--- src/lrf_pkg.sv ---
// lrf_pkg: widths, command codes, micro-op codes and the control store of the ramp fader
// no dependencies; imported by linear_ramp_fader

package lrf_pkg;

   localparam int LEVEL_W   = 32;
   localparam int TICK_W    = 16;
   localparam int DUR_W     = 16;
   localparam int SLOPE_W   = 48;
   localparam int ELAPSED_W = 17;
   localparam int PROD_W    = SLOPE_W + TICK_W;
   localparam int FRAC_W    = 16;
   localparam int HALF_W    = SLOPE_W / 2;

   localparam logic [DUR_W-1:0] DURATION_RESET = DUR_W'(1000);

   // one quotient bit per divide step
   localparam int DIV_STEPS = SLOPE_W;
   localparam int COUNT_W   = $clog2(DIV_STEPS);

   localparam logic [SLOPE_W-1:0] SLOPE_MAX = {1'b0, {(SLOPE_W-1){1'b1}}};
   localparam logic [SLOPE_W-1:0] SLOPE_MIN = {1'b1, {(SLOPE_W-1){1'b0}}};
   localparam logic [LEVEL_W-1:0] LEVEL_MAX = {1'b0, {(LEVEL_W-1){1'b1}}};
   localparam logic [LEVEL_W-1:0] LEVEL_MIN = {1'b1, {(LEVEL_W-1){1'b0}}};

   typedef enum logic [1:0] {
      CMD_TICK   = 2'd0,
      CMD_SET    = 2'd1,
      CMD_RAMP   = 2'd2,
      CMD_UNUSED = 2'd3
   } command_type;

   localparam int ADDR_W = 4;
   typedef logic [ADDR_W-1:0] addr_type;

   localparam addr_type ADDR_WAIT     = 4'd0;
   localparam addr_type ADDR_SET      = 4'd1;
   localparam addr_type ADDR_RT_INIT  = 4'd2;
   localparam addr_type ADDR_DIV      = 4'd3;
   localparam addr_type ADDR_RT_DONE  = 4'd4;
   localparam addr_type ADDR_TK_CHECK = 4'd5;
   localparam addr_type ADDR_MUL_LO   = 4'd6;
   localparam addr_type ADDR_MUL_HI   = 4'd7;
   localparam addr_type ADDR_TK_DONE  = 4'd8;
   localparam addr_type ADDR_EMIT     = 4'd9;

   typedef enum logic [3:0] {
      UOP_WAIT,
      UOP_SET,
      UOP_RT_INIT,
      UOP_DIV,
      UOP_RT_DONE,
      UOP_TK_CHECK,
      UOP_MUL_LO,
      UOP_MUL_HI,
      UOP_TK_DONE,
      UOP_EMIT
   } uop_type;

   typedef enum logic [2:0] {
      JMP_NEXT,
      JMP_ALWAYS,
      JMP_DISPATCH,
      JMP_LOOP,
      JMP_TICK_SKIP,
      JMP_EMIT_WAIT
   } jump_type;

   typedef struct packed {
      uop_type  uop;
      jump_type jump;
      addr_type target;
   } ctrl_word_type;

   // control store
   function automatic ctrl_word_type ucode_rom(addr_type addr);
      ctrl_word_type w;
      unique case (addr)
         ADDR_WAIT:     w = '{UOP_WAIT,     JMP_DISPATCH,  ADDR_WAIT};
         ADDR_SET:      w = '{UOP_SET,      JMP_ALWAYS,    ADDR_EMIT};
         ADDR_RT_INIT:  w = '{UOP_RT_INIT,  JMP_NEXT,      ADDR_WAIT};
         ADDR_DIV:      w = '{UOP_DIV,      JMP_LOOP,      ADDR_DIV};
         ADDR_RT_DONE:  w = '{UOP_RT_DONE,  JMP_ALWAYS,    ADDR_EMIT};
         ADDR_TK_CHECK: w = '{UOP_TK_CHECK, JMP_TICK_SKIP, ADDR_EMIT};
         ADDR_MUL_LO:   w = '{UOP_MUL_LO,   JMP_NEXT,      ADDR_WAIT};
         ADDR_MUL_HI:   w = '{UOP_MUL_HI,   JMP_NEXT,      ADDR_WAIT};
         ADDR_TK_DONE:  w = '{UOP_TK_DONE,  JMP_NEXT,      ADDR_WAIT};
         ADDR_EMIT:     w = '{UOP_EMIT,     JMP_EMIT_WAIT, ADDR_WAIT};
         default:       w = '{UOP_WAIT,     JMP_ALWAYS,    ADDR_WAIT};
      endcase
      return w;
   endfunction

   // entry point of each command's routine
   function automatic addr_type dispatch(command_type cmd);
      addr_type a;
      unique case (cmd)
         CMD_TICK:   a = ADDR_TK_CHECK;
         CMD_SET:    a = ADDR_SET;
         CMD_RAMP:   a = ADDR_RT_INIT;
         CMD_UNUSED: a = ADDR_EMIT;
         default:    a = ADDR_EMIT;
      endcase
      return a;
   endfunction

endpackage

--- src/linear_ramp_fader.sv ---
// linear_ramp_fader: top level, microcoded sequencer with divider, multiplier and output register
// depends on lrf_pkg (widths, codes, control store)

// Linear ramp fader. Holds a signed Q16.16 level that moves in a straight
// line toward a target. Commands: set (level and target loaded at once, ramp
// ends), ramp (new target, slope = (target - level) / ramp_duration in signed
// Q16.32, truncated toward zero and saturated), tick (advance a running ramp
// by tick_count ticks; the level snaps to the target once the elapsed count
// reaches ramp_duration, else moves by slope * ticks, truncated toward zero
// and saturated to 32 bits). Every request beat gives one response beat with
// the level and the ramping flag after that command. Command code 3 leaves
// everything unchanged. Control runs from a ten-word control store; one word
// per cycle, with a step counter and conditional jumps. Set runs set and emit;
// unused code 3 goes straight to emit; a tick that ends or finds no ramp runs
// check and emit; a tick that moves the level runs check, two 24x16 partial
// products, sum and emit; a ramp runs init, the 48-step restoring divider that
// yields one quotient bit a cycle, done and emit. The response beat appears
// the cycle after the last step; if the previous response is still stalled,
// the sequencer waits in its final step. ramp_duration is written through the
// csr port only while the sequencer waits for a request; a write also clears
// the elapsed tick count. Reset value of ramp_duration is 1000.

module linear_ramp_fader (
   input  logic                          clock,
   input  logic                          reset,
   // request channel
   input  logic                          req_valid,
   output logic                          req_stall,
   input  logic [1:0]                    req_command,
   input  logic signed [lrf_pkg::LEVEL_W-1:0] req_new_value,
   input  logic [lrf_pkg::TICK_W-1:0]    req_tick_count,
   // response channel
   output logic                          rsp_valid,
   input  logic                          rsp_stall,
   output logic signed [lrf_pkg::LEVEL_W-1:0] rsp_current_level,
   output logic                          rsp_in_transition,
   // configuration write channel
   input  logic                          csr_valid,
   output logic                          csr_ready,
   input  logic [lrf_pkg::DUR_W-1:0]     csr_ramp_duration
);
   import lrf_pkg::*;

   // sequencer
   addr_type      pc_ff, pc_in;
   ctrl_word_type ctrl;

   // architectural state
   logic [LEVEL_W-1:0]   level_ff, level_in;
   logic [LEVEL_W-1:0]   target_ff, target_in;
   logic [SLOPE_W-1:0]   slope_ff, slope_in;
   logic [ELAPSED_W-1:0] elapsed_ff, elapsed_in;
   logic                 ramping_ff, ramping_in;
   logic [DUR_W-1:0]     dur_ff, dur_in;

   // latched request beat
   logic [LEVEL_W-1:0]   nv_ff, nv_in;
   logic [TICK_W-1:0]    ticks_ff, ticks_in;

   // working registers of divider and multiplier
   logic [SLOPE_W-1:0]   dvd_ff, dvd_in;     // dividend shifting out, quotient shifting in
   logic [DUR_W-1:0]     rem_ff, rem_in;
   logic [COUNT_W-1:0]   count_ff, count_in;
   logic                 neg_ff, neg_in;     // sign of the slope being computed or applied
   logic [SLOPE_W-1:0]   smag_ff, smag_in;   // slope magnitude for the tick product
   logic [PROD_W-1:0]    prod_ff, prod_in;

   // response register
   logic                 rsp_valid_ff, rsp_valid_in;
   logic [LEVEL_W-1:0]   rsp_level_ff, rsp_level_in;
   logic                 rsp_trans_ff, rsp_trans_in;

   // handshakes
   logic req_fire, csr_fire, out_free;

   // datapath intermediates
   logic [LEVEL_W:0]       diff;
   logic [LEVEL_W:0]       diff_mag;
   logic [DUR_W:0]         trial;
   logic                   trial_ge;
   logic [ELAPSED_W-1:0]   elapsed_sum;
   logic                   snap;
   logic [HALF_W+TICK_W-1:0] pp_lo, pp_hi;
   logic [SLOPE_W-1:0]     step_mag;
   logic [SLOPE_W+1:0]     level_ext, level_sum;
   logic                   sum_fits;

   assign ctrl = ucode_rom(pc_ff);

   // stall everything but the wait step
   assign req_stall = (ctrl.uop != UOP_WAIT);
   assign csr_ready = (ctrl.uop == UOP_WAIT);
   assign req_fire  = req_valid && !req_stall;
   assign csr_fire  = csr_valid && csr_ready;
   assign out_free  = !rsp_valid_ff || !rsp_stall;

   assign rsp_valid         = rsp_valid_ff;
   assign rsp_current_level = rsp_level_ff;
   assign rsp_in_transition = rsp_trans_ff;

   // ramp setup: magnitude of (target - level)
   assign diff     = {nv_ff[LEVEL_W-1], nv_ff} - {level_ff[LEVEL_W-1], level_ff};
   assign diff_mag = diff[LEVEL_W] ? (~diff + 1'b1) : diff;

   // one restoring divide step
   assign trial    = {rem_ff, dvd_ff[SLOPE_W-1]};
   assign trial_ge = (trial >= {1'b0, dur_ff});

   // tick advance
   assign elapsed_sum = elapsed_ff + {{(ELAPSED_W-TICK_W){1'b0}}, ticks_ff};
   assign snap        = (elapsed_sum >= {{(ELAPSED_W-DUR_W){1'b0}}, dur_ff});

   // two 24x16 partial products
   assign pp_lo = smag_ff[HALF_W-1:0] * ticks_ff;
   assign pp_hi = smag_ff[SLOPE_W-1:HALF_W] * ticks_ff;

   // level + or - truncated step, checked against the 32-bit range
   assign step_mag  = prod_ff[PROD_W-1:FRAC_W];
   assign level_ext = {{(SLOPE_W+2-LEVEL_W){level_ff[LEVEL_W-1]}}, level_ff};
   assign level_sum = neg_ff ? (level_ext - {2'b00, step_mag})
                             : (level_ext + {2'b00, step_mag});
   assign sum_fits  = (level_sum[SLOPE_W+1:LEVEL_W-1] ==
                       {(SLOPE_W+3-LEVEL_W){level_sum[SLOPE_W+1]}});

   // next address
   always_comb begin
      pc_in = pc_ff + 1'b1;
      unique case (ctrl.jump)
         JMP_NEXT:      pc_in = pc_ff + 1'b1;
         JMP_ALWAYS:    pc_in = ctrl.target;
         JMP_DISPATCH:  pc_in = req_fire ? dispatch(command_type'(req_command)) : pc_ff;
         JMP_LOOP:      pc_in = (count_ff != '0) ? ctrl.target : pc_ff + 1'b1;
         JMP_TICK_SKIP: pc_in = (!ramping_ff || snap) ? ctrl.target : pc_ff + 1'b1;
         JMP_EMIT_WAIT: pc_in = out_free ? ctrl.target : pc_ff;
         default:       pc_in = ADDR_WAIT;
      endcase
   end

   // datapath driven by the micro-op
   always_comb begin
      level_in     = level_ff;
      target_in    = target_ff;
      slope_in     = slope_ff;
      elapsed_in   = elapsed_ff;
      ramping_in   = ramping_ff;
      dur_in       = dur_ff;
      nv_in        = nv_ff;
      ticks_in     = ticks_ff;
      dvd_in       = dvd_ff;
      rem_in       = rem_ff;
      count_in     = count_ff;
      neg_in       = neg_ff;
      smag_in      = smag_ff;
      prod_in      = prod_ff;
      rsp_valid_in = rsp_valid_ff && rsp_stall;
      rsp_level_in = rsp_level_ff;
      rsp_trans_in = rsp_trans_ff;

      unique case (ctrl.uop)
         UOP_WAIT: begin
            if (req_fire) begin
               nv_in    = req_new_value;
               ticks_in = req_tick_count;
            end
            if (csr_fire) begin
               dur_in     = csr_ramp_duration;
               elapsed_in = '0;
            end
         end
         UOP_SET: begin
            level_in   = nv_ff;
            target_in  = nv_ff;
            ramping_in = 1'b0;
         end
         UOP_RT_INIT: begin
            target_in  = nv_ff;
            ramping_in = 1'b1;
            elapsed_in = '0;
            neg_in     = diff[LEVEL_W];
            dvd_in     = {diff_mag[LEVEL_W-1:0], {FRAC_W{1'b0}}};
            rem_in     = '0;
            count_in   = COUNT_W'(DIV_STEPS - 1);
         end
         UOP_DIV: begin
            rem_in   = trial_ge ? DUR_W'(trial - {1'b0, dur_ff}) : trial[DUR_W-1:0];
            dvd_in   = {dvd_ff[SLOPE_W-2:0], trial_ge};
            count_in = count_ff - 1'b1;
         end
         UOP_RT_DONE: begin
            if (dur_ff == '0) begin
               slope_in = '0;
            end else if (!neg_ff) begin
               slope_in = dvd_ff[SLOPE_W-1] ? SLOPE_MAX : dvd_ff;
            end else begin
               // a magnitude of 2^47 or more lands on the most negative slope
               slope_in = dvd_ff[SLOPE_W-1] ? SLOPE_MIN : (~dvd_ff + 1'b1);
            end
         end
         UOP_TK_CHECK: begin
            if (ramping_ff) begin
               if (snap) begin
                  ramping_in = 1'b0;
                  level_in   = target_ff;
                  elapsed_in = '0;
               end else begin
                  elapsed_in = elapsed_sum;
               end
            end
            neg_in  = slope_ff[SLOPE_W-1];
            smag_in = slope_ff[SLOPE_W-1] ? (~slope_ff + 1'b1) : slope_ff;
         end
         UOP_MUL_LO: begin
            prod_in = {{(PROD_W-HALF_W-TICK_W){1'b0}}, pp_lo};
         end
         UOP_MUL_HI: begin
            prod_in = prod_ff + {pp_hi, {HALF_W{1'b0}}};
         end
         UOP_TK_DONE: begin
            if (sum_fits) begin
               level_in = level_sum[LEVEL_W-1:0];
            end else begin
               level_in = level_sum[SLOPE_W+1] ? LEVEL_MIN : LEVEL_MAX;
            end
         end
         UOP_EMIT: begin
            if (out_free) begin
               rsp_valid_in = 1'b1;
               rsp_level_in = level_ff;
               rsp_trans_in = ramping_ff;
            end
         end
         default: begin
         end
      endcase
   end

   // control and architectural state
   always_ff @(posedge clock) begin
      if (reset) begin
         pc_ff        <= ADDR_WAIT;
         rsp_valid_ff <= 1'b0;
         level_ff     <= '0;
         target_ff    <= '0;
         slope_ff     <= '0;
         elapsed_ff   <= '0;
         ramping_ff   <= 1'b0;
         dur_ff       <= DURATION_RESET;
      end else begin
         pc_ff        <= pc_in;
         rsp_valid_ff <= rsp_valid_in;
         level_ff     <= level_in;
         target_ff    <= target_in;
         slope_ff     <= slope_in;
         elapsed_ff   <= elapsed_in;
         ramping_ff   <= ramping_in;
         dur_ff       <= dur_in;
      end
   end

   // payload and working registers
   always_ff @(posedge clock) begin
      nv_ff        <= nv_in;
      ticks_ff     <= ticks_in;
      dvd_ff       <= dvd_in;
      rem_ff       <= rem_in;
      count_ff     <= count_in;
      neg_ff       <= neg_in;
      smag_ff      <= smag_in;
      prod_ff      <= prod_in;
      rsp_level_ff <= rsp_level_in;
      rsp_trans_ff <= rsp_trans_in;
   end

   // a ramp beat starts the ramp routine
   a_ramp_dispatch: assert property (@(posedge clock) disable iff (reset)
      (req_fire && req_command == CMD_RAMP) |=> (pc_ff == ADDR_RT_INIT))
      else $error("ramp beat did not enter ramp routine");

   // the divider stays in its loop and counts down
   a_div_count: assert property (@(posedge clock) disable iff (reset)
      (ctrl.uop == UOP_DIV && count_ff != '0) |=>
         (ctrl.uop == UOP_DIV && count_ff == $past(count_ff) - 1'b1))
      else $error("divider loop count broken");

   // partial remainder stays below the divisor
   a_div_rem: assert property (@(posedge clock) disable iff (reset)
      (ctrl.uop == UOP_DIV && dur_ff != '0) |-> (rem_ff < dur_ff))
      else $error("divider remainder out of range");

   // while a ramp runs, the elapsed count is below the duration between commands
   a_elapsed_range: assert property (@(posedge clock) disable iff (reset)
      (ctrl.uop == UOP_WAIT && ramping_ff && dur_ff != '0) |->
         (elapsed_ff < {{(ELAPSED_W-DUR_W){1'b0}}, dur_ff}))
      else $error("elapsed count reached duration while ramping");

   // a new response beat only comes out of the emit step
   a_rsp_source: assert property (@(posedge clock) disable iff (reset)
      $rose(rsp_valid_ff) |-> $past(ctrl.uop == UOP_EMIT))
      else $error("response beat raised outside emit step");

endmodule

--- config.mk ---
export PLATFORM = sky130hd
export DESIGN_NAME = linear_ramp_fader
export DESIGN_NICKNAME = d
export VERILOG_FILES = /design/src/lrf_pkg.sv /design/src/linear_ramp_fader.sv
export SDC_FILE = /design/constraint.sdc
export NUM_CORES = 2
export LEC_CHECK = 0
export ABC_CLOCK_PERIOD_IN_PS = 9500
export BUFFER_PORTS_ARGS = -buffer_cell sky130_fd_sc_hd__buf_2
export CAP_MARGIN = 0
export CELL_PAD_IN_SITES_DETAIL_PLACEMENT = 0
export CELL_PAD_IN_SITES_GLOBAL_PLACEMENT = 1
export CORE_MARGIN = 4
export CORE_UTILIZATION = 51
export DETAILED_ROUTE_END_ITERATION = 8
export GPL_TIMING_DRIVEN = 0
export PLACE_DENSITY_LB_ADDON = 0.1
export SLEW_MARGIN = 20
export SYNTH_ARGS = -nofsm -noshare
export SYNTH_HDL_FRONTEND = slang
export SYNTH_SLANG_ARGS = --single-unit
--- constraint.sdc ---
create_clock -name clock -period 9.5 [get_ports clock]
set_clock_uncertainty 0.1 [all_clocks]
set_input_delay 0.475 -clock clock [delete_from_list [all_inputs] [get_ports clock]]
set_output_delay 0.475 -clock clock [all_outputs]
set_load 0.01 [all_outputs]
==> flow_summary.json <==
{
  "synthDistinctLibCells": 82,
  "required_ns": 9.70,
  "worst_pin_slew_ns": 1.12,
  "grt_pass1_wl_mm": 250,
  "grt_pass1_vias": 41708,
  "drc": 0,
  "ctsRootBufferMaster": "clkbuf_16",
  "wire_per_inst_um": 21.9,
  "timing.final.ws_setup_ns": 0.358,
  "synth_edf_count": 248,
  "gp_congestion": 0.959,
  "fin_util_pct": 56.7,
  "async_reset_ff_share_pct": 0,
  "ys_top_cells_by_count": "nand2_1 (825), inv_1 (790), fa_1 (616)",
  "dieArea_mm2": 0.105,
  "cts_tree": "yes",
  "avgSynthCellArea_um2": 8.78,
  "period_share_pct": 96.2,
  "path_clk_slew_ns": 0.06,
  "grt_max_degree": 49,
  "hold_class": "primary input to flop",
  "synth_area_leaders": "fa_1 (24%), edfxtp_1 (15%), ha_1 (9.8%)",
  "grt_usage_pct": 31.0,
  "synth_top_area_cell": "fa_1",
  "cpPeakStageDelay_ns": 0.62,
  "num_rows": 115,
  "place_area_mm2": 0.0533,
  "arrival_ns": 9.35,
  "finalSetupViolCount": 0,
  "syn2layout_area_growth_pct": 9.89,
  "place_ws_ns": -0.977,
  "startpoint_type": "flop",
  "fin_area_mm2": 0.0560,
  "fp.dieH_um": 324,
  "yosysMostFrequentCell": "nand2_1",
  "synth-main-ff-cell": "edfxtp_1",
  "num_io_pins": 107,
  "antenna_found_initial": 4,
  "worstSetupPathType": "flop to flop",
  "cp_common_cell": "fa_1",
  "final_cells": 7382,
  "drtIter0Drc": 3109,
  "cts_max_level": 2,
  "slew_violations": 0,
  "fin_crit_ns": 9.14,
  "critPathCaptureType": "flop",
  "antenna_left": 0,
  "synth_top_area_share_pct": 24.2,
  "chipWidth_um": 324,
  "cts_made_buffers": 48,
  "viasPerCell": 5.72,
  "status": "finished clean",
  "drv_cap": 0,
  "yosysSeqAreaShare_pct": 20.9,
  "syn_area_mm2": 0.0510,
  "cp_slowest_cell": "o311ai_0",
  "core-area_mm2": 0.0989,
  "numClockSinks": 409,
  "fin_nets": 7141,
  "first_pass_iters": 6,
  "crit_family": "adder cells",
  "crit_path_max_fanout": 10,
  "overflow": 0,
  "portBuffers": 106,
  "ys_seq_elements": 409,
  "yosys_warnings": 0,
  "insertion_delay_ns": 0.60,
  "num_vias": 42248,
  "ctsLongestPathBuffers": 3,
  "place_inst": 7209,
  "fmax_mhz": 109,
  "syn_inst": 5810,
  "hold_viol": 0,
  "syn_nets": 6896,
  "wirelength_mm": 162,
  "crit_buf_inv": 5,
  "layout-drive-gt1-share_pct": 5.55,
  "slew_headroom_pct": 24.1,
  "start_util_pct": 51.6,
  "dp_hpwl_mm": 132
}
final cells by class:
class	instances	area (µm²)
timing repair buffer	198	1450
antenna	1	2.50
fill	9153	42800
multi-input combinational	4343	36500
buffer	262	1130
clock inverter	29	379
sequential	409	10700
tap	1287	1610
clock buffer	60	1330
inverter	793	2980
repair_timing:
| item | in CTS | in global routing |
|---|---|---|
| resized for setup | 48 | 104 |
| endpoints found under the setup margin | 14 | 8 |
| pin swaps | 0 | 3 |
| setup buffers | 4 | 24 |
| hold buffers | 58 | 0 |
| gates cloned | 0 | 0 |
| hold endpoints to repair | 58 | 0 |
kinds of logic after synthesis:
group           share of synthesized area, %
xor+xnor                                5.60
buf+inv                                 7.79
fa+ha+maj                               34.0
mux                                    0.572
simple gates                            18.0
flops                                   20.9
compound gates                          13.1
flip-flops by register name, summed over array words and instances (netlist names), 4 cells and up:
| register | count |
|---|---|
| prod_ff | 48 |
| target_ff | 32 |
| rsp_current_level | 32 |
| dvd_ff | 48 |
| dur_ff | 16 |
| elapsed_ff | 17 |
| level_ff | 32 |
| ticks_ff | 16 |
| smag_ff | 48 |
| slope_ff | 48 |
| nv_ff | 32 |
| ctrl | 10 |
| rem_ff | 16 |
| count_ff | 6 |
| pc_ff | 4 |
worst register-to-register path, stage by stage, from the launching register on:
cell and delay [ns]:
edfxtp_1 0.55, buf_4 0.27, clkbuf_1 0.58, nand2_1 0.20, fa_1 0.58, inv_1 0.05, fa_1 0.48, inv_1 0.05
fa_1 0.48, fa_1 0.49, inv_1 0.05, fa_1 0.50, fa_1 0.48, ha_1 0.22, or3_1 0.36, a221oi_1 0.53
o22ai_1 0.31, o21a_1 0.36, a221o_1 0.42, a221o_1 0.39, nand4_1 0.13, a31oi_1 0.15, a21oi_1 0.26, nor2b_1 0.07
o311ai_0 0.62, o21ai_0 0.17
path summary, 6_finish.rpt:
check	startpoint	end	slack [ns]	cells past startpoint
worst min-delay path	csr_ramp_duration[1]	dur_ff[1]	0.03	3
worst max register to register	ticks_ff[3]	prod_ff[38]	0.36	25
worst max-delay path	ticks_ff[3]	prod_ff[38]	0.36	25
worst min register to register	target_ff[14]	target_ff[14]	0.36	2
per-stage QoR:
stage / hold WS [ns] / TNS, ns
after floorplan: 0.331 / 0
after global placement: 0.341 / -5.24
after detailed placement: 0.347 / -4.93
after CTS: 0.00401 / 0
after global routing: 0.0283 / -0.0234
final: 0.0335 / 0
routing by layer:
metal	share of wire (%)	routed length (µm)	vias up	global-route usage (%)
li1	-	-	19745	-
met1	44	70700	20978	42.9
met2	46	74400	1301	50.2
met3	6.5	10500	222	4.42
met4	3.9	6370	2	10.8
met5	0.0080	13	-	0
layout by cell type, fill, tap and decap left out, types with 30 or more instances in the layout:
cell type	netlist	routed
edfxtp_1	248	248
a31oi_1	31	31
o22ai_1	30	30
fa_1	616	616
nor2b_1	39	39
a21o_1	124	124
o21bai_1	35	35
and3_1	37	37
dfxtp_1	161	161
nor3_1	65	64
clkbuf_1	257	199
xor2_1	97	97
a21oi_1	328	323
xnor2_1	229	227
nor2_1	374	373
a22oi_1	51	51
o21a_1	30	30
nand3_1	56	56
o21ai_0	153	152
nand4_1	37	37
nand2_1	825	825
or3_1	31	31
buf_4	0	31
and2_1	268	267
a211oi_1	36	35
dlygate4sd3_1	0	58
a221oi_1	53	53
clkbuf_16	0	50
clkbuf_2	0	42
ha_1	399	396
nand2b_1	49	49
inv_1	790	789
buf_2	0	111
Power is not shown: default switching activity piles up to over one toggle a cycle in this logic, so the estimate is an artifact.
